<file path="config.mk">
export PLATFORM = sky130hd
export DESIGN_NAME = qcmf_window
export DESIGN_NICKNAME = d
export VERILOG_FILES = /design/src/design/quantized_color_mode_fill_3x3_macros.svh /design/src/design/qcmf_pkg.sv /design/src/design/qcmf_window.sv
export SDC_FILE = /design/constraint.sdc
export NUM_CORES = 1
export LEC_CHECK = 0
export BUFFER_PORTS_ARGS = -buffer_cell sky130_fd_sc_hd__buf_2
export CORE_AREA = 2 2 130 132
export CTS_CLUSTER_SIZE = 28
export DETAILED_ROUTE_END_ITERATION = 8
export DIE_AREA = 0 0 132 134
export PLACE_DENSITY = 0.78
export SLEW_MARGIN = 20
export SYNTH_ARGS = -nofsm -noshare
export SYNTH_HDL_FRONTEND = slang
export SYNTH_SLANG_ARGS = --single-unit
</file>
<file path="constraint.sdc">
create_clock -name clk -period 6.9 [get_ports clk]
set_input_delay 1.725 -clock clk [delete_from_list [all_inputs] [get_ports clk]]
set_output_delay 1.725 -clock clk [all_outputs]
set_load 0.005 [all_outputs]
</file>
<file path="src/design/quantized_color_mode_fill_3x3_macros.svh">
// assertion macros shared by the mode fill design
// needs clk and rst_n in the scope of each use
`ifndef QUANTIZED_COLOR_MODE_FILL_3X3_MACROS_SVH
`define QUANTIZED_COLOR_MODE_FILL_3X3_MACROS_SVH

// condition holds at every clock edge out of reset
`define QCMF_ASSERT_HOLDS(label, cond, msg) \
  label: assert property (@(posedge clk) disable iff (!rst_n) (cond)) else $error(msg);

// consequent holds in the cycle after the antecedent
`define QCMF_ASSERT_NEXT(label, ante, cons, msg) \
  label: assert property (@(posedge clk) disable iff (!rst_n) (ante) |=> (cons)) else $error(msg);

`endif

</file>
<file path="src/design/qcmf_pkg.sv">
// package for the quantized color mode fill: transaction types, constants
// and color quantization helpers; no dependencies
package qcmf_pkg;

  localparam int CH_W        = 8;
  localparam int PIX_W       = 3 * CH_W;
  localparam int LINE_W      = 2 * PIX_W;
  localparam int Q_W         = 3;
  localparam int CODE_W      = 3 * Q_W;
  localparam int NB_COUNT    = 8;
  localparam int CNT_W       = 4;
  localparam int QUANT_SHIFT = 5;

  localparam logic [CH_W-1:0]   BASE_LEVEL    = 8'd30;
  localparam logic [CODE_W-1:0] CODE_MID_MASK = 9'h038;
  localparam logic [CODE_W-1:0] CODE_LOW_MASK = 9'h007;

  // configuration port
  localparam int CFG_IDX_W  = 2;
  localparam int CFG_DATA_W = 13;
  localparam int FW_REG_W   = 11;
  localparam int FH_REG_W   = 13;
  localparam logic [CFG_IDX_W-1:0] CFG_FRAME_WIDTH  = 2'd0;
  localparam logic [CFG_IDX_W-1:0] CFG_FRAME_HEIGHT = 2'd1;
  localparam int FRAME_MIN = 3;
  localparam int FRAME_RST = 1024;

  // output queue
  localparam int OQ_PTR_W = 3;
  localparam int OQ_DEPTH = 1 << OQ_PTR_W;
  localparam int OQ_CNT_W = OQ_PTR_W + 1;

  typedef struct packed {
    logic            mode;
    logic [CH_W-1:0] pixel_c0;
    logic [CH_W-1:0] pixel_c1;
    logic [CH_W-1:0] pixel_c2;
  } in_item_t;

  typedef struct packed {
    logic [CH_W-1:0] out_c0;
    logic [CH_W-1:0] out_c1;
    logic [CH_W-1:0] out_c2;
    logic            filled;
    logic            any_filled;
    logic            last;
  } out_item_t;

  // control that travels with each transaction down the pipeline
  typedef struct packed {
    logic valid;
    logic pixel;
    logic emit;
    logic interior;
    logic fill;
    logic restart;
    logic upper;
    logic last;
  } item_ctl_t;

  // one column of the 3x3 window, newest row first
  typedef struct packed {
    logic [PIX_W-1:0] new_row;
    logic [PIX_W-1:0] mid_row;
    logic [PIX_W-1:0] old_row;
  } col_vec_t;

  typedef logic [NB_COUNT-1:0][CODE_W-1:0] code_vec_t;
  typedef logic [NB_COUNT-1:0][CNT_W-1:0]  cnt_vec_t;

  function automatic logic [Q_W-1:0] quant(input logic [CH_W-1:0] v);
    logic [CH_W-1:0] d;
    d = v - BASE_LEVEL;
    if (v < BASE_LEVEL) begin
      return '0;
    end
    return d[CH_W-1 -: Q_W];
  endfunction

  function automatic logic [CODE_W-1:0] code_of(input logic [PIX_W-1:0] px);
    return {quant(px[3*CH_W-1 -: CH_W]), quant(px[2*CH_W-1 -: CH_W]), quant(px[CH_W-1:0])};
  endfunction

  function automatic logic [PIX_W-1:0] dequant(input logic [CODE_W-1:0] code);
    logic [CODE_W-1:0] hi;
    logic [CODE_W-1:0] mid;
    logic [CODE_W-1:0] lo;
    hi  = (code >> (2 * Q_W)) << QUANT_SHIFT;
    mid = (code & CODE_MID_MASK) << (QUANT_SHIFT - Q_W);
    lo  = (code & CODE_LOW_MASK) << QUANT_SHIFT;
    return {CH_W'(hi) + BASE_LEVEL, CH_W'(mid) + BASE_LEVEL, CH_W'(lo) + BASE_LEVEL};
  endfunction

endpackage

</file>
<file path="src/design/qcmf_window.sv">
// 3x3 window columns, neighbor quantization and center selection
// depends on qcmf_pkg
module qcmf_window (
  input  logic                        clk,
  input  logic                        rst_n,
  input  qcmf_pkg::item_ctl_t         s1_ctl,
  input  logic [qcmf_pkg::PIX_W-1:0]  s1_pix,
  input  logic [qcmf_pkg::LINE_W-1:0] rd_data,
  output qcmf_pkg::item_ctl_t         s2_ctl,
  output logic [qcmf_pkg::PIX_W-1:0]  s2_pix,
  output qcmf_pkg::code_vec_t         s2_codes,
  output logic [qcmf_pkg::NB_COUNT-1:0] s2_nb_valid
);

  qcmf_pkg::col_vec_t w1_r;
  qcmf_pkg::col_vec_t w2_r;
  qcmf_pkg::col_vec_t cur_col;
  qcmf_pkg::item_ctl_t s2_ctl_r;
  qcmf_pkg::item_ctl_t ctl_nxt;
  qcmf_pkg::code_vec_t codes_r;
  qcmf_pkg::code_vec_t codes_nxt;
  logic [qcmf_pkg::NB_COUNT-1:0] nb_valid_r;
  logic [qcmf_pkg::NB_COUNT-1:0] nb_valid_nxt;
  logic [qcmf_pkg::NB_COUNT-1:0][qcmf_pkg::PIX_W-1:0] nb_pix;
  logic [qcmf_pkg::PIX_W-1:0] center;
  logic [qcmf_pkg::PIX_W-1:0] pix_r;
  logic [qcmf_pkg::PIX_W-1:0] pix_nxt;

  always_comb begin
    cur_col.new_row = s1_pix;
    cur_col.mid_row = rd_data[qcmf_pkg::LINE_W-1 -: qcmf_pkg::PIX_W];
    cur_col.old_row = rd_data[qcmf_pkg::PIX_W-1:0];
    center = w1_r.mid_row;
    nb_pix[0] = w2_r.new_row;
    nb_pix[1] = w2_r.mid_row;
    nb_pix[2] = w2_r.old_row;
    nb_pix[3] = w1_r.new_row;
    nb_pix[4] = w1_r.old_row;
    nb_pix[5] = cur_col.new_row;
    nb_pix[6] = cur_col.mid_row;
    nb_pix[7] = cur_col.old_row;
    for (int i = 0; i < qcmf_pkg::NB_COUNT; i++) begin
      codes_nxt[i]    = qcmf_pkg::code_of(nb_pix[i]);
      nb_valid_nxt[i] = nb_pix[i][qcmf_pkg::PIX_W-1 -: qcmf_pkg::CH_W] != '0;
    end
    // drain reads its pixel straight from the line memory
    if (s1_ctl.pixel) begin
      pix_nxt = center;
    end else if (s1_ctl.upper) begin
      pix_nxt = cur_col.mid_row;
    end else begin
      pix_nxt = cur_col.old_row;
    end
    ctl_nxt      = s1_ctl;
    ctl_nxt.fill = s1_ctl.valid && s1_ctl.interior &&
                   (center[qcmf_pkg::PIX_W-1 -: qcmf_pkg::CH_W] == '0);
  end

  always_ff @(posedge clk) begin
    if (!rst_n) begin
      s2_ctl_r <= '0;
    end else begin
      s2_ctl_r <= ctl_nxt;
    end
  end

  always_ff @(posedge clk) begin
    if (s1_ctl.valid && s1_ctl.pixel) begin
      w1_r <= cur_col;
      w2_r <= w1_r;
    end
    pix_r      <= pix_nxt;
    codes_r    <= codes_nxt;
    nb_valid_r <= nb_valid_nxt;
  end

  assign s2_ctl      = s2_ctl_r;
  assign s2_pix      = pix_r;
  assign s2_codes    = codes_r;
  assign s2_nb_valid = nb_valid_r;

endmodule

</file>
-- Yosys cells after proc, flatten, opt, wreduce, memory -nomap -nowiden
Cells that the tools add are included.
W data, S select, Z words.
- word-level logic and storage cells: 158
- register bits after elaboration: 256
- output and inout port bits: 112
- reduce and logical (&&, ||, !) cells: 12
- $lt $le $gt $ge: 24
- add/subtract/negate cells: 24
- multiplexer cells: 74
- operator list (cell ; number):
    $lt A8 B5 Y1 const B ; 24
    $sub A8 B5 Y8 const B ; 24
    $mux W3 ; 48
    $reduce_bool A8 Y1 ; 8
    $mux W24 ; 2
    $mux W1 ; 24
    $logic_not A8 Y1 ; 1
    $logic_and A1 B1 Y1 ; 3

-- Longest topological paths before layout
Gate-level depths: netlist of the first run.
- word-level depth: 3
- mapped depth: 4
- gate-level depth less buffers: 2

-- Worst setup path after synthesis of the first run
No wires, ideal clock.
- kind: input to register
- start point: in s1_ctl[6] in the netlist's numbering
- end point: reg w1_r, in the netlist center[0], enable pin
- path buffers: 1
- data arrival time: 4.972 ns
- stages: 2
- slack: 1.420 ns
- data required time: 6.391 ns
- cell sequence: buf_2 > and2_1
- cells in the longest elaborated chain, start to end: 1
- RTL lines (element ; line ; source):
    start, declared ; qcmf_window.sv:6 ; input qcmf_pkg::item_ctl_t s1_ctl,
    $logic_and A1 B1 Y1 ; qcmf_window.sv:68 ; if (s1_ctl.valid && s1_ctl.pixel) begin
    end signal, assigned ; qcmf_window.sv:69 ; w1_r <= cur_col;
    end, declared ; qcmf_window.sv:15 ; qcmf_pkg::col_vec_t w1_r;
No other way between the ends.
A chain may end at the register's enable or synchronous reset.

-- Final worst setup path of the first run
- start point: in s1_ctl[6] in the netlist's numbering
- end point: reg w2_r, in the netlist nb_pix[28], enable pin
- cells in the longest elaborated chain, start to end: 1
- RTL lines (element ; line ; source):
    $logic_and A1 B1 Y1 ; qcmf_window.sv:68 ;
    end signal, assigned ; qcmf_window.sv:70 ; w2_r <= w1_r;
    end, declared ; qcmf_window.sv:16 ; qcmf_pkg::col_vec_t w2_r;
No other way between the ends.

==> reports/results.ini, run 1 <==
[job]
maxCapViolCount=0

[global_routing]
globalRouteMet2Util_pct=33.3
overflow=0
grt_use_met1_pct=20.8
grt_usage_pct=18.2
top_usage_layer=met2
grt_pass1_vias=5297
gr-usage-met3_pct=5.29
grt_start_max_net_pins=69
antenna_found_initial=0
grt_pass1_wl_um=26000

[final_layout]
area_growth_pct=22.9
nets=871
regArea_um2=6270
postLayoutCoreUtil_pct=64.4
multi_input_area_um2=2020
fill_cells=1202
drive_gt1_share_pct=28.1

[clock_tree]
cts_hold_buf=0
clock_latency_ns=0.50
numCtsBuffers=25
cts.sinks=246
ctsHtreeMaxLevel=1
ctsResizeCount=0
post_cts_buffers=0
clk_path_buf_depth=3
cts.reportedPaths.clkPinSlew_ns=0.06
cts_root_buf=clkbuf_16
cts_tree=done

[route]
vias=5266
dr.pass1.iters=4
wl_um=16200
avgViaCountPerCell=5.12
ant_nets=0
drc=0
drtIter0Drc=269
routedWlPerCell_um=15.7

[setup_path]
crit_family=buffers and inverters
worst_ep_arrival_time_ns=3.74
r2r.worst_path.cells=2
path_depth=3
crit_buf_inv=2
max_stage_delay_ns=0.73
cp_slowest_cell=buf_4
cp_cell_sequence=buf_2 > and2_4 > buf_4
ff2ff_setup_slack_ns=5.75
path_max_fanout=68
worstSetupPathType=primary input to flip-flop
cp-startpoint=s1_ctl[6]
startpoint_type=primary input
end_kind=flip-flop
reg2reg_to=s2_codes[43]
cp-endpoint=nb_pix[28]
worst-endpoint-required_ns=7.03
reg2reg_from=nb_pix[114]

[yosys]
ys_seq_area_share_pct=73.4
synth_flop_cell=edfxtp_1
synth.area.top_cells=edfxtp_1, dfxtp_1, mux2i_1, a41oi_1, a21boi_0
synth_top_cell_by_area=edfxtp_1
ys_warn_count=0
synthCells=578
syn-num-nets=660
synth_most_common_cell=edfxtp_1
synth_common_cells=edfxtp_1, dfxtp_1, mux2i_1, inv_1, nand2_1
synth_edf_count=134
async_flop_share_pct=0
yosysUniqueCellTypes=26
avgSynthCellArea_um2=14.8
synth-seq-cells=246
synth_top_area_share_pct=47.1
netlist_area_um2=8540

[floorplanning]
fp.dieArea_um2=17700
io_pins=194
die_w_um=132
rows=47
core_um2=16300
start_util_pct=52.4
die_h_um=134

[timing]
fin_skew_ns=0.00479
fin_crit_sh_pct=52.4
slew_viol_final=0
slew_headroom_pct=42.5
postLayoutSetupSlackWorst_ns=3.29
rsz0062_at_grt=no
worst_pin_slew_ns=0.862
fin_setup_tns_ns=0
setup_violations=0
period_minus_slack_ns=3.61
fmax_ghz=0.277
hold_viol=0

[status]
status=complete, no violations

[placed_design]
io_buffers=190
place.gp.congestion=0.806
pre_cts_ws_ns=2.76
dpl.hpwl_um=11700

[power]
ir_drop_uv=234
p_leak_nw=4.48
powerDensity_nw_per_um2=303

[min_path]
min_path_type=flip-flop to flip-flop

-- worst min path at each step --
stage                          start  slack [ns]              to  cells past startpoint
final                     nb_pix[16]        0.44  s2_nb_valid[0]                      2
after global routing      center[13]        0.46      nb_pix[37]                      0
after CTS                 nb_pix[64]        0.45  s2_nb_valid[2]                      2
after detailed placement  nb_pix[64]        0.43  s2_nb_valid[2]                      2
after global placement    nb_pix[64]        0.42  s2_nb_valid[2]                      2
after floorplan           nb_pix[16]        0.41  s2_nb_valid[0]                      2
-- power breakdown --
group	total (W)	switching, W	internal (W)
clock	0.00130	0.000515	0.000787
sequential	0.00168	0.0000408	0.00164
combinational	0.000193	0.000105	0.0000881
-- flip-flops by register name (all words and copies together), names as in the netlist --
signal,cells
center,24
nb_pix,110
s2_codes,72
s2_ctl,8
s2_pix,24
s2_nb_valid,8
-- logic make-up (layout without fill, tap and decap cells) --
family	Yosys count	count (layout)	synth area share (%)
flip-flops	246	246	73.4
AND/OR/NAND/NOR	111	111	7.08
AO/OA/AOI/OAI	96	96	8.09
multiplexers	72	72	8.49
buffers and inverters	53	282	2.93
other	0	1	0
-- metrics by stage --
step           hold slack [ns]  instance area [µm²]  instances  power, W
3_3_place_gp             0.425                 9700        982   0.00189
4_1_cts                  0.449                10500       1027   0.00320
6_report                 0.440                10500       1028   0.00318
5_1_grt                  0.462                10500       1027   0.00329
2_1_floorplan            0.412                 8540        578   0.00180
3_5_place_dp             0.430                 9700        982   0.00191
-- worst reg2reg max path: stages, from the launching register on --
cell	delay [ns]
edfxtp_1	0.44
a41oi_1	0.26
mux2_2	0.35
-- per-layer routing --
metal,up-vias,part of all wire (%)
li1,2575,-
met1,2486,39
met2,179,52
met3,26,7.8
met4,0,1.8
met5,-,0
-- placed cells by master (no fill, tap or decap), drive strengths merged --
| cell type | Yosys | layout |
|---|---|---|
| edfxtp | 134 | 134 |
| a21boi | 24 | 24 |
| bufinv | 0 | 3 |
| nand2b | 21 | 21 |
| mux2i | 69 | 69 |
| nand2 | 29 | 29 |
| o21bai | 24 | 24 |
| and2 | 8 | 8 |
| a41oi | 24 | 24 |
| buf | 4 | 192 |
| inv | 45 | 45 |
| diode | 0 | 1 |
| clkinv | 0 | 8 |
| nor2b | 3 | 3 |
| dfxtp | 112 | 112 |
| nor4b | 1 | 1 |
| nor2 | 7 | 7 |
| mux2 | 3 | 3 |
| nand4 | 24 | 24 |
| nor4 | 13 | 13 |
| clkbuf | 4 | 34 |
| nand3 | 3 | 3 |
| nor3 | 1 | 1 |
| and4 | 1 | 1 |
| o21ai | 24 | 24 |
-- cell type report --
type / instances / share of cell area, %
Inverter: 45 / 1.61
Sequential cell: 246 / 59.7
Clock inverter: 11 / 1.17
Tap cell: 220 / 2.62
Antenna cell: 1 / 0.0238
Timing Repair Buffer: 192 / 9.21
Clock buffer: 34 / 6.38
Multi-Input combinational cell: 279 / 19.3
Power figures use the tool's default switching activity.
==> inputs of run 2 (changes only) <==
ABC_AREA = 1   (was unset)
PLACE_DENSITY = 0.77   (was 0.78)
clock period = 3.41 ns   (was 6.9 ns; I/O delays follow)
==> run 2 against run 1 <==
Net effect: worst setup slack worse by 1.7 ns; largest power group unchanged; worst hold slack worse by 0.0098 ns; combinational power up 120%; core utilization down 0.35 points; via count up 8.5%; sequential cell count unchanged; wire length up 3.9%; critical path type is now flip-flop to output pin.
==> reports/results.ini, run 2 <==
[global_routing]
grt_usage_pct=18.5  ; +0.23 points
grt_start_max_net_pins=48  ; -30%
overflow=0  ; unchanged
antenna_found_initial=3  ; +3
grt_pass1_vias=5545  ; +4.7%
grt_pass1_wl_um=26100  ; +0.58%

[min_path]
hold_depth=2  ; unchanged
min_path_type=flip-flop to flip-flop

[floorplanning]
die_h_um=134  ; unchanged
start_util_pct=51.8  ; -0.64 points
rows=47  ; unchanged
die_w_um=132  ; unchanged
fp.dieArea_um2=17700  ; unchanged
core_um2=16300  ; unchanged
io_pins=194  ; unchanged

[yosys]
synth_flop_cell=edfxtp_1
syn-num-nets=788  ; +19%
synth_top_cell_by_area=edfxtp_1
synth_most_common_cell=nand2_1
async_flop_share_pct=0  ; unchanged
ys_seq_area_share_pct=74.3  ; +0.90 points
synth.area.top_cells=edfxtp_1, dfxtp_1, nand2_1, inv_1, a21oi_1
ys_warn_count=0  ; unchanged
synthCells=706  ; +22%
synth_edf_count=134  ; unchanged
yosysUniqueCellTypes=26  ; unchanged
synth_top_area_share_pct=47.7  ; +0.58 points
netlist_area_um2=8430  ; -1.2%
avgSynthCellArea_um2=11.9  ; -19%
synth-seq-cells=246  ; unchanged
synth_common_cells=nand2_1, edfxtp_1, dfxtp_1, inv_1, nor2_1

[power]
fin_total_pwr_w=0.00636  ; +100%
p_switching_w=0.00139  ; +110%
p_leak_nw=4.45  ; -0.64%
p_int_w=0.00497  ; +98%
powerDensity_nw_per_um2=610  ; +100%
pwr-share-seq_pct=53.2  ; +0.3 points
netSwitchingFraction_pct=21.9  ; +1.0 points
combPwrFrac_pct=6.7  ; +0.6 points
pwr-share-clk_pct=40.1  ; -0.9 points
ir_drop_uv=405  ; +73%

[timing]
rsz0062_at_grt=no
setup_violations=0  ; unchanged
fmax_ghz=0.543
fin_setup_tns_ns=0  ; unchanged
fin_crit_sh_pct=54.0
hold_viol=0  ; unchanged
fin_skew_ns=0.0160  ; +0.0112 ns
slew_viol_final=0  ; unchanged
period_minus_slack_ns=1.84
worst_pin_slew_ns=0.804  ; -0.0579 ns
slew_headroom_pct=46.3  ; +3.8 points

[setup_path]
crit_family=flip-flops
max_stage_delay_ns=0.35  ; -0.38 ns
path_depth=1  ; -2
cp_cell_sequence=buf_2
r2r.worst_path.cells=3  ; +1
cp_slowest_cell=dfxtp_1
ff2ff_setup_slack_ns=2.33  ; -3.42 ns
worst-endpoint-required_ns=2.56  ; -4.47 ns
worst_ep_arrival_time_ns=0.99  ; -2.75 ns
crit_buf_inv=1  ; -1
path_max_fanout=1  ; -99%
startpoint_type=flip-flop
worstSetupPathType=flip-flop to output pin
end_kind=output pin

[final_layout]
fill_cells=1288  ; +7.2%
design_area_um2=10400  ; -0.55%
layout_common_cells=buf_2, nand2_1, edfxtp_1
nets=1002  ; +15%
final_common_cell=buf_2
drive_gt1_share_pct=27.7  ; -0.47 points
largest_reg_flops=110  ; unchanged
area_growth_pct=23.8

[clock_tree]
numCtsBuffers=26  ; +4.0%
cts.sinks=246  ; unchanged
cts_hold_buf=0  ; unchanged
clock_latency_ns=0.52  ; +0.02 ns
clk_path_buf_depth=3  ; unchanged
cts_root_buf=clkbuf_16
cts.reportedPaths.clkPinSlew_ns=0.06  ; about the same
post_cts_buffers=0  ; unchanged
ctsHtreeMaxLevel=1  ; unchanged
cts_tree=done
ctsResizeCount=0  ; unchanged

[route]
ant_nets=0  ; unchanged
drc=0  ; unchanged
drtIter0Drc=284  ; +5.6%
routedWlPerCell_um=14.5  ; -8.0%
dr.pass1.iters=4  ; unchanged
vias=5713  ; +8.5%
avgViaCountPerCell=4.92  ; -4.0%
wl_um=16800  ; +3.9%

[status]
status=complete, no violations

[placed_design]
io_buffers=190  ; unchanged
place.gp.congestion=0.838  ; +4.1%
postPlaceCellArea_um2=9650  ; -0.48%
dpl.hpwl_um=11900  ; +1.9%

[job]
maxCapViolCount=0  ; unchanged

## run 2: cell types whose count changed after synthesis, moves of 7 or more
cell / before / now
a41oi_1: 24 / 0
and2_1: 8 / 0
o21ai_0: 5 / 38
mux2i_1: 69 / 0
o21bai_1: 24 / 0
inv_1: 45 / 68
nand2b_1: 21 / 0
a21oi_1: 0 / 50
nor3_1: 1 / 8
a21boi_0: 24 / 0
nor2_1: 7 / 65
nand4_1: 24 / 9
nand2_1: 29 / 138
a21oi_2: 0 / 20
## run 2: power groups by stage
stage / logic, W / clock network (W) / registers [W]
after floorplan: 0.000191 / 0 / 0.00345
after global placement: 0.000412 / 0 / 0.00344
after detailed placement: 0.000425 / 0 / 0.00345
after CTS: 0.000429 / 0.00259 / 0.00339
after global routing: 0.000474 / 0.00271 / 0.00340
final: 0.000424 / 0.00255 / 0.00339
## run 2: final timing paths
kind,endpoint,from
max,s2_pix[5],s2_pix[5]
max reg2reg,s2_nb_valid[3],nb_pix[94]
min reg2reg,s2_nb_valid[0],nb_pix[16]
min,s2_nb_valid[0],nb_pix[16]
## run 2: metal layers
| metal | routed length (µm) | part of all wire [%] | GRT usage, % |
|---|---|---|---|
| met1 | 6840 | 41 | 22.1 |
| met2 | 8320 | 50 | 32.8 |
| met3 | 1250 | 7.4 | 4.91 |
| met4 | 396 | 2.4 | 5.50 |
| met5 | 0 | 0 | 0 |
## run 2: cell families (layout without fill, tap and decap cells)
family | after synthesis | in the layout | share of synthesized area (%)
flops | 246 | 246 | 74.3
other cells | 0 | 2 | 0
simple gates | 245 | 245 | 11.9
compound gates | 137 | 137 | 9.53
buf+inv | 78 | 312 | 4.21
## run 2: per-stage QoR
stage / hold slack, ns / setup WS (ns) / std cells / utilization (%)
global route: 0.448 / 1.50 / 1160 / 64.0
CTS: 0.432 / 1.54 / 1160 / 64.0
global placement: 0.428 / 1.07 / 1112 / 59.3
detailed placement: 0.426 / 1.04 / 1112 / 59.3
floorplan: 0.405 / 0.0208 / 706 / -
finish: 0.430 / 1.57 / 1162 / 64.1
## run 2: layout make-up
class | instances | area, µm² | area share [%]
flip-flops and latches | 246 | 6270 | 60.0
multi-input cells | 382 | 1820 | 17.4
repair buffers | 196 | 1030 | 9.90
clock buffers | 43 | 744 | 7.13
well taps | 220 | 275 | 2.64
inverters | 68 | 259 | 2.48
clock inverters | 5 | 33.8 | 0.324
diodes | 2 | 5.00 | 0.0480
