File: src/design/quantized_color_mode_fill_3x3_macros.svh
// assertion macros shared by the mode fill design
// needs clk and rst_n in the scope of each use
`ifndef QUANTIZED_COLOR_MODE_FILL_3X3_MACROS_SVH
`define QUANTIZED_COLOR_MODE_FILL_3X3_MACROS_SVH

// condition holds at every clock edge out of reset
`define QCMF_ASSERT_HOLDS(label, cond, msg) \
  label: assert property (@(posedge clk) disable iff (!rst_n) (cond)) else $error(msg);

// consequent holds in the cycle after the antecedent
`define QCMF_ASSERT_NEXT(label, ante, cons, msg) \
  label: assert property (@(posedge clk) disable iff (!rst_n) (ante) |=> (cons)) else $error(msg);

`endif

File: src/design/qcmf_pkg.sv
// package for the quantized color mode fill: transaction types, constants
// and color quantization helpers; no dependencies
package qcmf_pkg;

  localparam int CH_W        = 8;
  localparam int PIX_W       = 3 * CH_W;
  localparam int LINE_W      = 2 * PIX_W;
  localparam int Q_W         = 3;
  localparam int CODE_W      = 3 * Q_W;
  localparam int NB_COUNT    = 8;
  localparam int CNT_W       = 4;
  localparam int QUANT_SHIFT = 5;

  localparam logic [CH_W-1:0]   BASE_LEVEL    = 8'd30;
  localparam logic [CODE_W-1:0] CODE_MID_MASK = 9'h038;
  localparam logic [CODE_W-1:0] CODE_LOW_MASK = 9'h007;

  // configuration port
  localparam int CFG_IDX_W  = 2;
  localparam int CFG_DATA_W = 13;
  localparam int FW_REG_W   = 11;
  localparam int FH_REG_W   = 13;
  localparam logic [CFG_IDX_W-1:0] CFG_FRAME_WIDTH  = 2'd0;
  localparam logic [CFG_IDX_W-1:0] CFG_FRAME_HEIGHT = 2'd1;
  localparam int FRAME_MIN = 3;
  localparam int FRAME_RST = 1024;

  // output queue
  localparam int OQ_PTR_W = 3;
  localparam int OQ_DEPTH = 1 << OQ_PTR_W;
  localparam int OQ_CNT_W = OQ_PTR_W + 1;

  typedef struct packed {
    logic            mode;
    logic [CH_W-1:0] pixel_c0;
    logic [CH_W-1:0] pixel_c1;
    logic [CH_W-1:0] pixel_c2;
  } in_item_t;

  typedef struct packed {
    logic [CH_W-1:0] out_c0;
    logic [CH_W-1:0] out_c1;
    logic [CH_W-1:0] out_c2;
    logic            filled;
    logic            any_filled;
    logic            last;
  } out_item_t;

  // control that travels with each transaction down the pipeline
  typedef struct packed {
    logic valid;
    logic pixel;
    logic emit;
    logic interior;
    logic fill;
    logic restart;
    logic upper;
    logic last;
  } item_ctl_t;

  // one column of the 3x3 window, newest row first
  typedef struct packed {
    logic [PIX_W-1:0] new_row;
    logic [PIX_W-1:0] mid_row;
    logic [PIX_W-1:0] old_row;
  } col_vec_t;

  typedef logic [NB_COUNT-1:0][CODE_W-1:0] code_vec_t;
  typedef logic [NB_COUNT-1:0][CNT_W-1:0]  cnt_vec_t;

  function automatic logic [Q_W-1:0] quant(input logic [CH_W-1:0] v);
    logic [CH_W-1:0] d;
    d = v - BASE_LEVEL;
    if (v < BASE_LEVEL) begin
      return '0;
    end
    return d[CH_W-1 -: Q_W];
  endfunction

  function automatic logic [CODE_W-1:0] code_of(input logic [PIX_W-1:0] px);
    return {quant(px[3*CH_W-1 -: CH_W]), quant(px[2*CH_W-1 -: CH_W]), quant(px[CH_W-1:0])};
  endfunction

  function automatic logic [PIX_W-1:0] dequant(input logic [CODE_W-1:0] code);
    logic [CODE_W-1:0] hi;
    logic [CODE_W-1:0] mid;
    logic [CODE_W-1:0] lo;
    hi  = (code >> (2 * Q_W)) << QUANT_SHIFT;
    mid = (code & CODE_MID_MASK) << (QUANT_SHIFT - Q_W);
    lo  = (code & CODE_LOW_MASK) << QUANT_SHIFT;
    return {CH_W'(hi) + BASE_LEVEL, CH_W'(mid) + BASE_LEVEL, CH_W'(lo) + BASE_LEVEL};
  endfunction

endpackage

File: src/design/qcmf_out_fifo.sv
// result queue between the pipeline and the output channel
// depends on qcmf_pkg
module qcmf_out_fifo (
  input  logic                           clk,
  input  logic                           rst_n,
  input  logic                           push,
  input  qcmf_pkg::out_item_t            push_data,
  output logic                           out_valid,
  input  logic                           out_stall,
  output qcmf_pkg::out_item_t            out_data,
  output logic [qcmf_pkg::OQ_CNT_W-1:0]  cnt
);

  qcmf_pkg::out_item_t oq_mem [qcmf_pkg::OQ_DEPTH];
  logic [qcmf_pkg::OQ_PTR_W-1:0] wr_ptr_r;
  logic [qcmf_pkg::OQ_PTR_W-1:0] rd_ptr_r;
  logic [qcmf_pkg::OQ_CNT_W-1:0] cnt_r;
  logic [qcmf_pkg::OQ_CNT_W-1:0] cnt_nxt;
  logic                          pop;

  assign out_valid = cnt_r != '0;
  assign out_data  = oq_mem[rd_ptr_r];
  assign pop       = out_valid && !out_stall;
  assign cnt       = cnt_r;

  always_comb begin
    cnt_nxt = cnt_r;
    if (push && !pop) begin
      cnt_nxt = cnt_r + qcmf_pkg::OQ_CNT_W'(1);
    end else if (pop && !push) begin
      cnt_nxt = cnt_r - qcmf_pkg::OQ_CNT_W'(1);
    end
  end

  always_ff @(posedge clk) begin
    if (push) begin
      oq_mem[wr_ptr_r] <= push_data;
    end
  end

  always_ff @(posedge clk) begin
    if (!rst_n) begin
      wr_ptr_r <= '0;
      rd_ptr_r <= '0;
      cnt_r    <= '0;
    end else begin
      if (push) begin
        wr_ptr_r <= wr_ptr_r + qcmf_pkg::OQ_PTR_W'(1);
      end
      if (pop) begin
        rd_ptr_r <= rd_ptr_r + qcmf_pkg::OQ_PTR_W'(1);
      end
      cnt_r <= cnt_nxt;
    end
  end

endmodule

File: config.mk
export PLATFORM = sky130hd
export DESIGN_NAME = qcmf_out_fifo
export DESIGN_NICKNAME = d
export VERILOG_FILES = /design/src/design/quantized_color_mode_fill_3x3_macros.svh /design/src/design/qcmf_pkg.sv /design/src/design/qcmf_out_fifo.sv
export SDC_FILE = /design/constraint.sdc
export NUM_CORES = 1
export LEC_CHECK = 0
export BUFFER_PORTS_ARGS = -buffer_cell sky130_fd_sc_hd__buf_2
export CAP_MARGIN = 10
export CORE_UTILIZATION = 35
export CTS_CLUSTER_DIAMETER = 30
export DETAILED_ROUTE_END_ITERATION = 10
export PLACE_DENSITY = 0.57
export SLEW_MARGIN = 20
export SYNTH_ARGS = -nofsm -noshare
export SYNTH_HDL_FRONTEND = slang
export SYNTH_SLANG_ARGS = --single-unit
File: constraint.sdc
create_clock -name clk -period 3.5 [get_ports clk]
set_input_delay 0.175 -clock clk [delete_from_list [all_inputs] [get_ports clk]]
set_output_delay 0.175 -clock clk [all_outputs]
set_load 0.05 [all_outputs]
* Word level (Yosys, flattened, before mapping) *
Memories as Yosys holds them, arrays and structs flattened. A register that Yosys moved wholly into a read port is not among the register bits.
Cells that the tools add are included.

storage, ports and cells
  register bits after elaboration = 10
  bits in writable memories = 216
  bits of input ports = 31
  output and inout port bits = 32
  word-level logic and storage cells = 22
  memories = 1

memory list
  memory  depth  width  read ports  clocked after memory_dff  wr ports  RTL line             source
  oq_mem  8      27     1           1                         1         qcmf_out_fifo.sv:14  qcmf_pkg::out_item_t oq_mem [qcmf_pkg::OQ_DEPTH];

cells by class
  $add $sub $neg = 4
  multiplexer cells = 6
  reduce and logical (&&, ||, !) cells = 8

operator list
  operator                                          number
  two-way mux 4 bit                                 2
  adder 3 x 1 -> 3 bit, second input constant       2
  two-way mux 3 bit                                 2
  adder 4 x 1 -> 4 bit, second input constant       1
  nonzero test 4 bit                                1
  subtractor 4 x 1 -> 4 bit, second input constant  1
  logical AND 1 bit                                 3
  logical NOT 1 bit                                 3
  two-way mux 1 bit                                 2
  nonzero test 2 bit                                1

* Logic depth before layout (Yosys ltp) *
Gate-level depths: netlist of run 1.

  depth after elaboration = 5
  mapped depth = 10
  depth with buffers taken out = 10

* Worst setup path after synthesis of run 1 *
OpenSTA, ideal clock, no wires.

  kind = register to register
  from = register wr_ptr_r[2] (netlist name)
  to = memory oq_mem[0][0] (netlist name) (enable)
  setup time = 445 ps
  arrival = 2367 ps
  data required time = 3055 ps
  path slack = 688 ps
  cell stages (with the launch flop) = 3
  buffers on the path = 0
  clock period less this slack = 2812 ps
  path through = dfxtp_1 -> nand2b_1 -> nor3_1

RTL lines
  what                      RTL line             source
  start: declaration        qcmf_out_fifo.sv:15  logic [qcmf_pkg::OQ_PTR_W-1:0] wr_ptr_r;
  start signal: assignment  qcmf_out_fifo.sv:48  wr_ptr_r <= wr_ptr_r + qcmf_pkg::OQ_PTR_W'(1);
  end: declaration          qcmf_out_fifo.sv:14

Straight into the memory's write port.

==> results.sh, run 1 <==
export IMPL_status="complete, no violations"
export IMPL_grt_use_total=0.1376
export IMPL_hpwl_um=9609
export IMPL_hold_start="rst_n"
export IMPL_synth_xor_area_share=0.005868
export IMPL_yosysWarnings=0
export IMPL_synth_top_family_by_area="multiplexers"
export IMPL_vias=4228
export IMPL_tightest_slew_ns=0.9254
export IMPL_cp_slowest_cell="mux4_1"
export IMPL_fin_crit_sh=0.7554
export IMPL_required_ns=3.32
export IMPL_crit_buf_inv=2
export IMPL_yosys_area_share_simple=0.01816
export IMPL_start_kind="flop"
export IMPL_synthAdderAreaFrac=0.009220
export IMPL_core_um2=25110
export IMPL_yosysSeqAreaShare=0.7533
export IMPL_cts_tree="built"
export IMPL_ioPinCount=63
export IMPL_power_density_nw_per_um2=804.1
export IMPL_critPathKind="flop to output port"
export IMPL_synth_seq_cells=229
export IMPL_postCtsSetupBuffers=0
export IMPL_synth_area_leaders="edfxtp_1, mux4_1, mux2_2, dfxtp_1, buf_6"
export IMPL_htreeDepth=2
export IMPL_start_util=0.3567
export IMPL_synth_distinct_cells=29
export IMPL_synthesis_nets=420
export IMPL_ir_worst_vdd_mv=0.4787
export IMPL_place_port_buffers=62
export IMPL_multi_input_area_um2=2142
export IMPL_path_delay_family="multiplexers"
export IMPL_drt_wl_total_um=17500
export IMPL_syn_area_per_cell_um2=23.38
export IMPL_report_final_slew_viol_count=0
export IMPL_ant_nets=0
export IMPL_synth_top_cell_by_area="edfxtp_1"
export IMPL_clock_latency_ns=0.52
export IMPL_rows=58
export IMPL_slowest_delay_ns=0.62
export IMPL_grt_pass1_vias=4561
export IMPL_clockBufferDepth=3
export IMPL_min_path_type="primary input to flop"
export IMPL_drt_iter0_drc=281
export IMPL_max_cap_violations=0
export IMPL_p_leak_nw=3.947
export IMPL_async_flop_share=0
export IMPL_die_area_um2=26230
export IMPL_synthMuxAreaShare=0.1957
export IMPL_fillCellCount=2130
export IMPL_grt_setup_unrepaired="no"
export IMPL_cp_max_fo=50
export IMPL_fin_tns_setup_ns=0
export IMPL_die_w_um=162.0
export IMPL_antenna_found_initial=0
export IMPL_cts_buffers=45
export IMPL_cts_hold_repair_buffers=27
export IMPL_nets=551
export IMPL_slew_headroom=0.3831
export IMPL_yosys_area_top_type_share=0.7242
export IMPL_finalSetupViolCount=0
export IMPL_period_minus_slack_ns=2.644
export IMPL_fmax_mhz=378.2
export IMPL_postLayoutCoreUtil=0.4581
export IMPL_die_y_um=162.0
export IMPL_antennaDiodeCount=0
export IMPL_synth_cell_area_um2=8956
export IMPL_firstDrtPassIters=4
export IMPL_clock_sinks=229
export IMPL_skew_ns=0.009854
export IMPL_post_route_drc_count=0
export IMPL_overflow=0
export IMPL_synth_compound_area_share=0.004051
export IMPL_cts_resized=0
export IMPL_end_kind="output port"
export IMPL_synth_edf_count=216
export IMPL_grt_pass1_wl_um=26530
export IMPL_cts_root_buf="clkbuf_16"
export IMPL_hold_viol=0
export IMPL_crit_arrival_ns=2.47
export IMPL_via_per_inst=4.815
export IMPL_routedWlPerCell_um=19.93
export IMPL_syn2layout_area_growth_pct=28.44
export IMPL_regArea_um2=6750
export IMPL_gp_congestion=0.6604
export IMPL_cts_clk_slew_worst_paths_ns=0.04
export IMPL_syn_inst=383
export IMPL_rr_startpoint="cnt[1]"
export IMPL_grt_max_degree=51
export IMPL_cp_cell_sequence="buf_12, mux4_1, mux2_2, buf_2"
export IMPL_drive_above_1_share=0.3303
export IMPL_synth_flop_cell="edfxtp_1"
-- worst reg2reg max path: cells and delay by family, from the launching register on --
kind,cells,cell delay (ns)
AND/OR/NAND/NOR,2,0.71
adder cells (fa/ha/maj),2,0.51
AO/OA/AOI/OAI,3,0.48
flip-flops,1,0.36
multiplexers,1,0.20
buffers and inverters,2,0.19
-- layout by cell type (no fill, tap or decap), types with 4 or more instances in the layout --
master	n
nand2_1	6
ha_1	5
clkbuf_16	47
clkbuf_1	7
mux2_2	27
buf_2	62
dlygate4sd3_1	27
and2_1	7
clkinv_1	5
mux4_1	54
edfxtp_1	216
bufinv_16	5
nand2b_1	4
clkinv_2	5
clkinvlp_4	8
nor2_4	6
buf_4	10
dfxtp_1	10
-- stage by stage --
stage          std cells  instance area, um2  total power [mW]  hold WS [ns]  setup slack (ns)
2_1_floorplan        383                8956             4.797        0.2739            0.6883
3_3_place_gp         770                9742             5.176        0.4348             1.112
3_5_place_dp         770                9742             5.196        0.4399             1.006
4_1_cts              878               11500             9.363      0.002464            0.8039
5_1_grt              878               11500             9.602      0.005213            0.7231
6_report             878               11500             9.250       0.01516            0.8560
-- power by group --
group,internal [mW],switching [mW],leakage (nW),total (mW)
clock,2.80,1.31,0.704,4.11
combinational,0.771,1.16,1.17,1.93
sequential,3.11,0.0941,2.07,3.21
total,6.69,2.57,3.95,9.25
-- per-layer routing --
layer	wire length, um	track usage	vias up	part of all wire
li1	-	-	1925	-
met1	7746	0.1755	2161	0.44
met2	8592	0.2281	102	0.49
met3	791	0.03550	40	0.045
met4	364	0.04717	0	0.021
met5	0	0	-	0
-- sequential cells by signal, indices dropped and copies added (netlist names), named ones only --
register and count:
wr_ptr_r 3, cnt 4, oq_mem 216, rd_ptr_r 3
-- synthesized netlist by cell type, types with 2 or more instances --
master,count
and2_1,7
buf_1,5
buf_6,6
clkbuf_1,4
dfxtp_1,13
edfxtp_1,216
ha_1,5
inv_1,3
mux2_2,27
mux2i_1,3
mux4_1,54
nand2_1,6
nand2b_1,4
nor2_1,8
nor2b_1,2
nor3_1,2
o21ai_0,2
xnor2_1,3
xor2_1,3
-- path summary, 6_finish.rpt --
path	endpoint	slack, ns	depth (start not counted)
max reg2reg	cnt[3]	0.99	10
min reg2reg	cnt[3]	0.50	2
max	out_data[1]	0.86	4
min	cnt[1]	0.02	2
-- cell families (layout without fill, tap and decap cells) --
group | Yosys count | count (layout)
muxes | 84 | 84
and+or+nand+nor | 32 | 32
buffers and inverters | 20 | 185
DFF | 229 | 229
adders and majority gates | 6 | 6
AOI/OAI and AO/OA | 6 | 6
xor gates and xnor gates | 6 | 6
-- area by class of cell --
type | instances | share of cell area
Clock buffer | 54 | 0.1045
Clock inverter | 27 | 0.02513
Inverter | 3 | 0.0009789
Multi-Input combinational cell | 134 | 0.1862
Sequential cell | 229 | 0.5868
Tap cell | 330 | 0.03589
Timing Repair Buffer | 101 | 0.06047
No activity file was read; power rests on OpenSTA's default activity.
==> run 2: changes to the inputs <==
--- a/config.mk
+++ b/config.mk
@@ -10,7 +10,7 @@
 export CORE_UTILIZATION = 35
 export CTS_CLUSTER_DIAMETER = 30
 export DETAILED_ROUTE_END_ITERATION = 10
-export PLACE_DENSITY = 0.57
+export PLACE_DENSITY = 0.59
 export SLEW_MARGIN = 20
 export SYNTH_ARGS = -nofsm -noshare
 export SYNTH_HDL_FRONTEND = slang
==> constraint.sdc (replaced) <==
create_clock -name clk -period 2.4 [get_ports clk]
set_input_delay 0.12 -clock clk [delete_from_list [all_inputs] [get_ports clk]]
set_output_delay 0.12 -clock clk [all_outputs]
set_load 0.05 [all_outputs]
==> run 2 against run 1 <==
Sequential power is 46% higher. Die area is the same. Clock power rose by 46%. Sequential cell count stayed put. Hold slack improved by 0.39 ns. Clock-buffer cell count grew 4. Core utilization rose by 0.89 points. Sequential share of layout area shrank 1.1 points. Critical endpoint unchanged. Largest power group unchanged.
==> results.sh, run 2 (same netlist as run 1, synthesis figures left out) <==
export IMPL_status="complete, no violations"
export IMPL_ir_worst_vdd_mv=0.6759
export IMPL_rows=58
export IMPL_layout_cells_non_filler=887
export IMPL_core_um2=25110
export IMPL_period_minus_slack_ns=2.374
export IMPL_finalSetupViolCount=0
export IMPL_ant_nets=0
export IMPL_die_w_um=162.0
export IMPL_swShare=0.2803
export IMPL_antenna_found_initial=0
export IMPL_grt_use_total=0.1446
export IMPL_min_path_type="primary input to flop"
export IMPL_cts_tree="built"
export IMPL_skew_ns=0.02130
export IMPL_overflow=0
export IMPL_clockBufferDepth=3
export IMPL_cp_max_fo=14
export IMPL_start_kind="flop"
export IMPL_p_seq_frac=0.335
export IMPL_layout_commonest_cell="edfxtp_1"
export IMPL_hold_viol=0
export IMPL_fillCellCount=2159
export IMPL_end_kind="output port"
export IMPL_power_switching_mw=3.910
export IMPL_fin_crit_sh=0.9892
export IMPL_p_int_mw=10.04
export IMPL_required_ns=2.28
export IMPL_crit_arrival_ns=2.25
export IMPL_cts_buffers=46
export IMPL_gp_congestion=0.6931
export IMPL_grt_pass1_vias=4761
export IMPL_die_y_um=162.0
export IMPL_report_final_slew_viol_count=0
export IMPL_slowest_delay_ns=0.58
export IMPL_fmax_mhz=421.2
export IMPL_cts_root_buf="clkbuf_16"
export IMPL_htreeDepth=2
export IMPL_power_frac_comb=0.235
export IMPL_tightest_slew_ns=0.5515
export IMPL_placed_cells=770
export IMPL_cp_cell_sequence="buf_16, mux4_1, mux2_2, buf_2"
export IMPL_grt_setup_unrepaired="yes"
export IMPL_nets=558
export IMPL_via_per_inst=4.875
export IMPL_final_cell_mix="edfxtp_1, mux4_1, clkbuf_16, buf_2, dlygate4sd3_1"
export IMPL_path_delay_family="multiplexers"
export IMPL_drive_above_1_share=0.3411
export IMPL_die_area_um2=26230
export IMPL_vias=4324
export IMPL_drt_iter0_drc=228
export IMPL_top_register="oq_mem"
export IMPL_fin_tns_setup_ns=0
export IMPL_post_route_drc_count=0
export IMPL_rr_startpoint="cnt[1]"
export IMPL_largest_reg_flops=216
export IMPL_cts_clk_slew_worst_paths_ns=0.05
export IMPL_syn2layout_area_growth_pct=30.94
export IMPL_hpwl_um=8894
export IMPL_crit_buf_inv=2
export IMPL_place_port_buffers=62
export IMPL_power_density_nw_per_um2=1190
export IMPL_clock_sinks=229
export IMPL_drt_wl_total_um=18600
export IMPL_grt_max_degree=55
export IMPL_start_util=0.3567
export IMPL_max_cap_violations=0
export IMPL_p_clk_frac=0.430
export IMPL_firstDrtPassIters=4
export IMPL_antennaDiodeCount=0
export IMPL_clock_latency_ns=0.52
export IMPL_slew_headroom=0.6323
export IMPL_routedWlPerCell_um=20.97
export IMPL_cp_slowest_cell="mux4_1"
export IMPL_hold_start="push_data[8]"
export IMPL_ioPinCount=63
export IMPL_grt_pass1_wl_um=27720
export IMPL_p_leak_nw=4.027
export IMPL_critPathKind="flop to output port"
==> run 2: layout make-up <==
| class | instances | area, um2 | share of cell area |
|---|---|---|---|
| repair buffers | 107 | 917.1 | 0.07820 |
| clock buffers | 58 | 1206 | 0.1028 |
| inverters | 3 | 11.26 | 0.0009602 |
| flip-flops and latches | 229 | 6754 | 0.5759 |
| clock inverters | 26 | 279.0 | 0.02379 |
| well taps | 330 | 412.9 | 0.03521 |
| multi-input cells | 134 | 2147 | 0.1831 |
==> run 2: final timing paths <==
check / slack (ns) / depth (start not counted) / end
hold / removal: 0.41 / 2 / oq_mem[0][8]
hold reg to reg: 0.51 / 2 / flop
setup reg to reg: 0.17 / 10 / cnt[3]
setup / recovery: 0.03 / 4 / out_data[1]
==> run 2: power groups by stage <==
| stage | sequential, mW | combinational (mW) | clock [mW] |
|---|---|---|---|
| floorplan | 4.76 | 2.24 | 0 |
| global placement | 4.68 | 2.89 | 0 |
| detailed placement | 4.70 | 2.93 | 0 |
| finish | 4.68 | 3.27 | 6.00 |
| CTS | 4.67 | 3.24 | 6.11 |
| global route | 4.70 | 3.48 | 6.31 |
==> run 2: what timing repair did <==
action,in CTS,in global routing
cloned,2,1
hold buffers,30,0
endpoints found under the setup margin,27,22
endpoints found under the hold margin,229,0
buffers inserted,0,0
gates resized for setup,26,11
==> run 2: per-layer routing <==
metal  up-vias  GRT usage  part of all wire
met2       109     0.2409              0.50
met4         0    0.05146             0.021
li1       1946          -                 -
met1      2234     0.1825              0.43
met3        35    0.03728             0.048
met5         -          0                 0
==> run 2: through the flow <==
stage | setup WS [ns] | util | hold WS [ns] | instance area, um2 | total power, mW
finish | 0.02588 | 0.4671 | 0.4071 | 11730 | 13.95
global route | -0.04562 | 0.4671 | 0.4191 | 11730 | 14.48
CTS | -0.02507 | 0.4660 | 0.3973 | 11700 | 14.02
detailed placement | 0.1289 | 0.3902 | 0.3909 | 9798 | 7.631
global placement | 0.2925 | 0.3902 | 0.3734 | 9798 | 7.569
floorplan | 0.07421 | - | 0.2189 | 8972 | 7.006
==> run 3: changes to the inputs <==
--- a/config.mk
+++ b/config.mk
@@ -11,6 +11,7 @@
 export CTS_CLUSTER_DIAMETER = 30
 export DETAILED_ROUTE_END_ITERATION = 10
 export PLACE_DENSITY = 0.59
+export RECOVER_POWER = 100
 export SLEW_MARGIN = 20
 export SYNTH_ARGS = -nofsm -noshare
 export SYNTH_HDL_FRONTEND = slang
==> constraint.sdc (replaced) <==
create_clock -name clk -period 2.05 [get_ports clk]
set_input_delay 0.1025 -clock clk [delete_from_list [all_inputs] [get_ports clk]]
set_output_delay 0.1025 -clock clk [all_outputs]
set_load 0.05 [all_outputs]
==> run 3 against run 2 <==
Hold slack lost 0.39 ns. Sequential power grew 16%. The flow now finishes with violations (setup timing). Final cell count rose by 1.4%. Non-clock buffer count rose by 21. Sequential cell count unchanged. First-iteration DRC count rose by 11%. Sequential share of layout area is 0.84 points lower. Highest routed layer unchanged. Core utilization increased by 0.73 points. Via count is 0.25% higher.
==> results.sh, run 3 (same netlist as run 1, synthesis figures left out) <==
export IMPL_tightest_slew_ns=0.8510
export IMPL_die_area_um2=26230
export IMPL_die_y_um=162.0
export IMPL_antennaDiodeCount=0
export IMPL_crit_top_cell="buf_12"
export IMPL_clock_latency_ns=0.53
export IMPL_drive_above_1_share=0.4060
export IMPL_drt_wl_total_um=18420
export IMPL_period_minus_slack_ns=2.252
export IMPL_fmax_mhz=444.0
export IMPL_fin_crit_sh=1.099
export IMPL_violations="setup timing"
export IMPL_core_um2=25110
export IMPL_fillCellCount=2152
export IMPL_hpwl_um=9727
export IMPL_max_cap_violations=0
export IMPL_p_int_mw=12.31
export IMPL_ioPinCount=63
export IMPL_cts_tree="built"
export IMPL_start_util=0.3567
export IMPL_cts_root_buf="clkbuf_16"
export IMPL_cp_max_fo=6
export IMPL_syn2layout_area_growth_pct=33.00
export IMPL_r2r_slack_ns=-0.01
export IMPL_p_clk_frac=0.387
export IMPL_antenna_found_initial=0
export IMPL_p_seq_frac=0.318
export IMPL_skew_ns=0.02571
export IMPL_nets=574
export IMPL_grt_pass1_wl_um=28150
export IMPL_ant_nets=0
export IMPL_clock_sinks=229
export IMPL_fin_tns_setup_ns=-4.584
export IMPL_grt_max_degree=33
export IMPL_min_path_type="primary input to flop"
export IMPL_layout_commonest_cell="edfxtp_1"
export IMPL_power_density_nw_per_um2=1439
export IMPL_vias=4335
export IMPL_critPathKind="flop to output port"
export IMPL_cp_slowest_cell="mux4_2"
export IMPL_timing_final_ws_setup_ns=-0.2024
export IMPL_slew_headroom=0.4327
export IMPL_clockBufferDepth=3
export IMPL_cp_cell_sequence="buf_12, buf_12, mux4_2, mux2_4, buf_8"
export IMPL_overflow=0
export IMPL_largest_reg_flops=216
export IMPL_grt_setup_unrepaired="yes"
export IMPL_slowest_delay_ns=0.51
export IMPL_required_ns=1.95
export IMPL_post_route_drc_count=0
export IMPL_firstDrtPassIters=4
export IMPL_final_cell_mix="edfxtp_1, mux4_2, clkbuf_16, clkbuf_1, dlygate4sd3_1"
export IMPL_ir_worst_vdd_mv=1.130
export IMPL_via_per_inst=4.822
export IMPL_cts_buffers=41
export IMPL_crit_arrival_ns=2.15
export IMPL_power_frac_comb=0.295
export IMPL_place_port_buffers=62
export IMPL_swShare=0.2817
export IMPL_start_kind="flop"
export IMPL_drt_iter0_drc=252
export IMPL_grt_pass1_vias=4798
export IMPL_p_leak_nw=3.998
export IMPL_rows=58
export IMPL_hold_viol=0
export IMPL_finalSetupViolCount=28
export IMPL_die_w_um=162.0
export IMPL_top_register="oq_mem"
export IMPL_report_final_slew_viol_count=0
export IMPL_power_switching_mw=4.827
export IMPL_gp_congestion=0.6948
export IMPL_grt_use_total=0.1450
export IMPL_htreeDepth=2
export IMPL_cts_clk_slew_worst_paths_ns=0.04
export IMPL_routedWlPerCell_um=20.49
export IMPL_p_total_mw=17.14
export IMPL_status="complete, but fails checks"
export IMPL_end_kind="output port"
run 3: cell types whose count changed in the layout (fill, tap and decap cells not counted), moves of 12 or more:
cell	before	now
mux4_2	6	50
clkbuf_2	0	12
buf_2	43	3
mux2_2	27	1
clkbuf_1	11	35
buf_8	0	20
mux2_4	0	26
buf_4	21	9
mux4_1	48	4
run 3: worst max-delay path: cells and delay by family, from the launching register on:
| family | cells | cell delay, ns |
|---|---|---|
| mux | 2 | 0.81 |
| buf+inv | 3 | 0.45 |
| flops | 1 | 0.38 |
run 3: worst paths after layout:
check                                  from            to  cells past startpoint
worst max-delay path                   flop  out_data[26]                      5
worst min-delay path                   push   wr_ptr_r[1]                      3
worst max register to register       cnt[0]        cnt[3]                     10
worst min register to register  rd_ptr_r[1]          flop                      2
run 3: metal layers:
layer,track usage,part of all wire,vias up
met3,0.03320,0.042,34
met2,0.2468,0.50,110
met1,0.1817,0.43,2264
met4,0.05060,0.020,0
met5,0,0,-
li1,-,-,1927
run 3: power groups by stage:
stage / logic, mW / clock network [mW] / registers, mW
after global placement: 3.46 / 0 / 5.52
final: 5.05 / 6.63 / 5.45
after global routing: 5.33 / 6.96 / 5.46
after detailed placement: 3.51 / 0 / 5.54
after floorplan: 2.66 / 0 / 5.60
after CTS: 4.93 / 6.76 / 5.46
run 3: through the flow:
stage	worst slack, ns	area, um2	util	hold slack (ns)	std cells
floorplan	-0.06089	9010	-	0.2014	383
global placement	0.08040	9931	0.3955	0.3617	781
detailed placement	-0.04902	9931	0.3955	0.3726	781
CTS	-0.2823	12020	0.4786	0.008691	898
global route	-0.2613	11910	0.4744	0.02057	899
finish	-0.2024	11910	0.4744	0.01255	899
run 3: layout make-up:
type,count,area [um2],area share
Clock inverter,29,295.3,0.02479
Multi-Input combinational cell,134,2096,0.1759
Tap cell,330,412.9,0.03466
Sequential cell,229,6760,0.5675
Timing Repair Buffer,128,1226,0.1029
Inverter,3,13.76,0.001155
Clock buffer,46,1107,0.09296
run 3: timing repair:
item | 4_1_cts | 5_1_grt
cloned | 5 | 1
gates resized for setup | 139 | 31
buffers inserted | 9 | 0
setup endpoints to repair | 29 | 29
hold buffers | 28 | 0
endpoints found under the hold margin | 229 | 0
pin swaps | 4 | 4
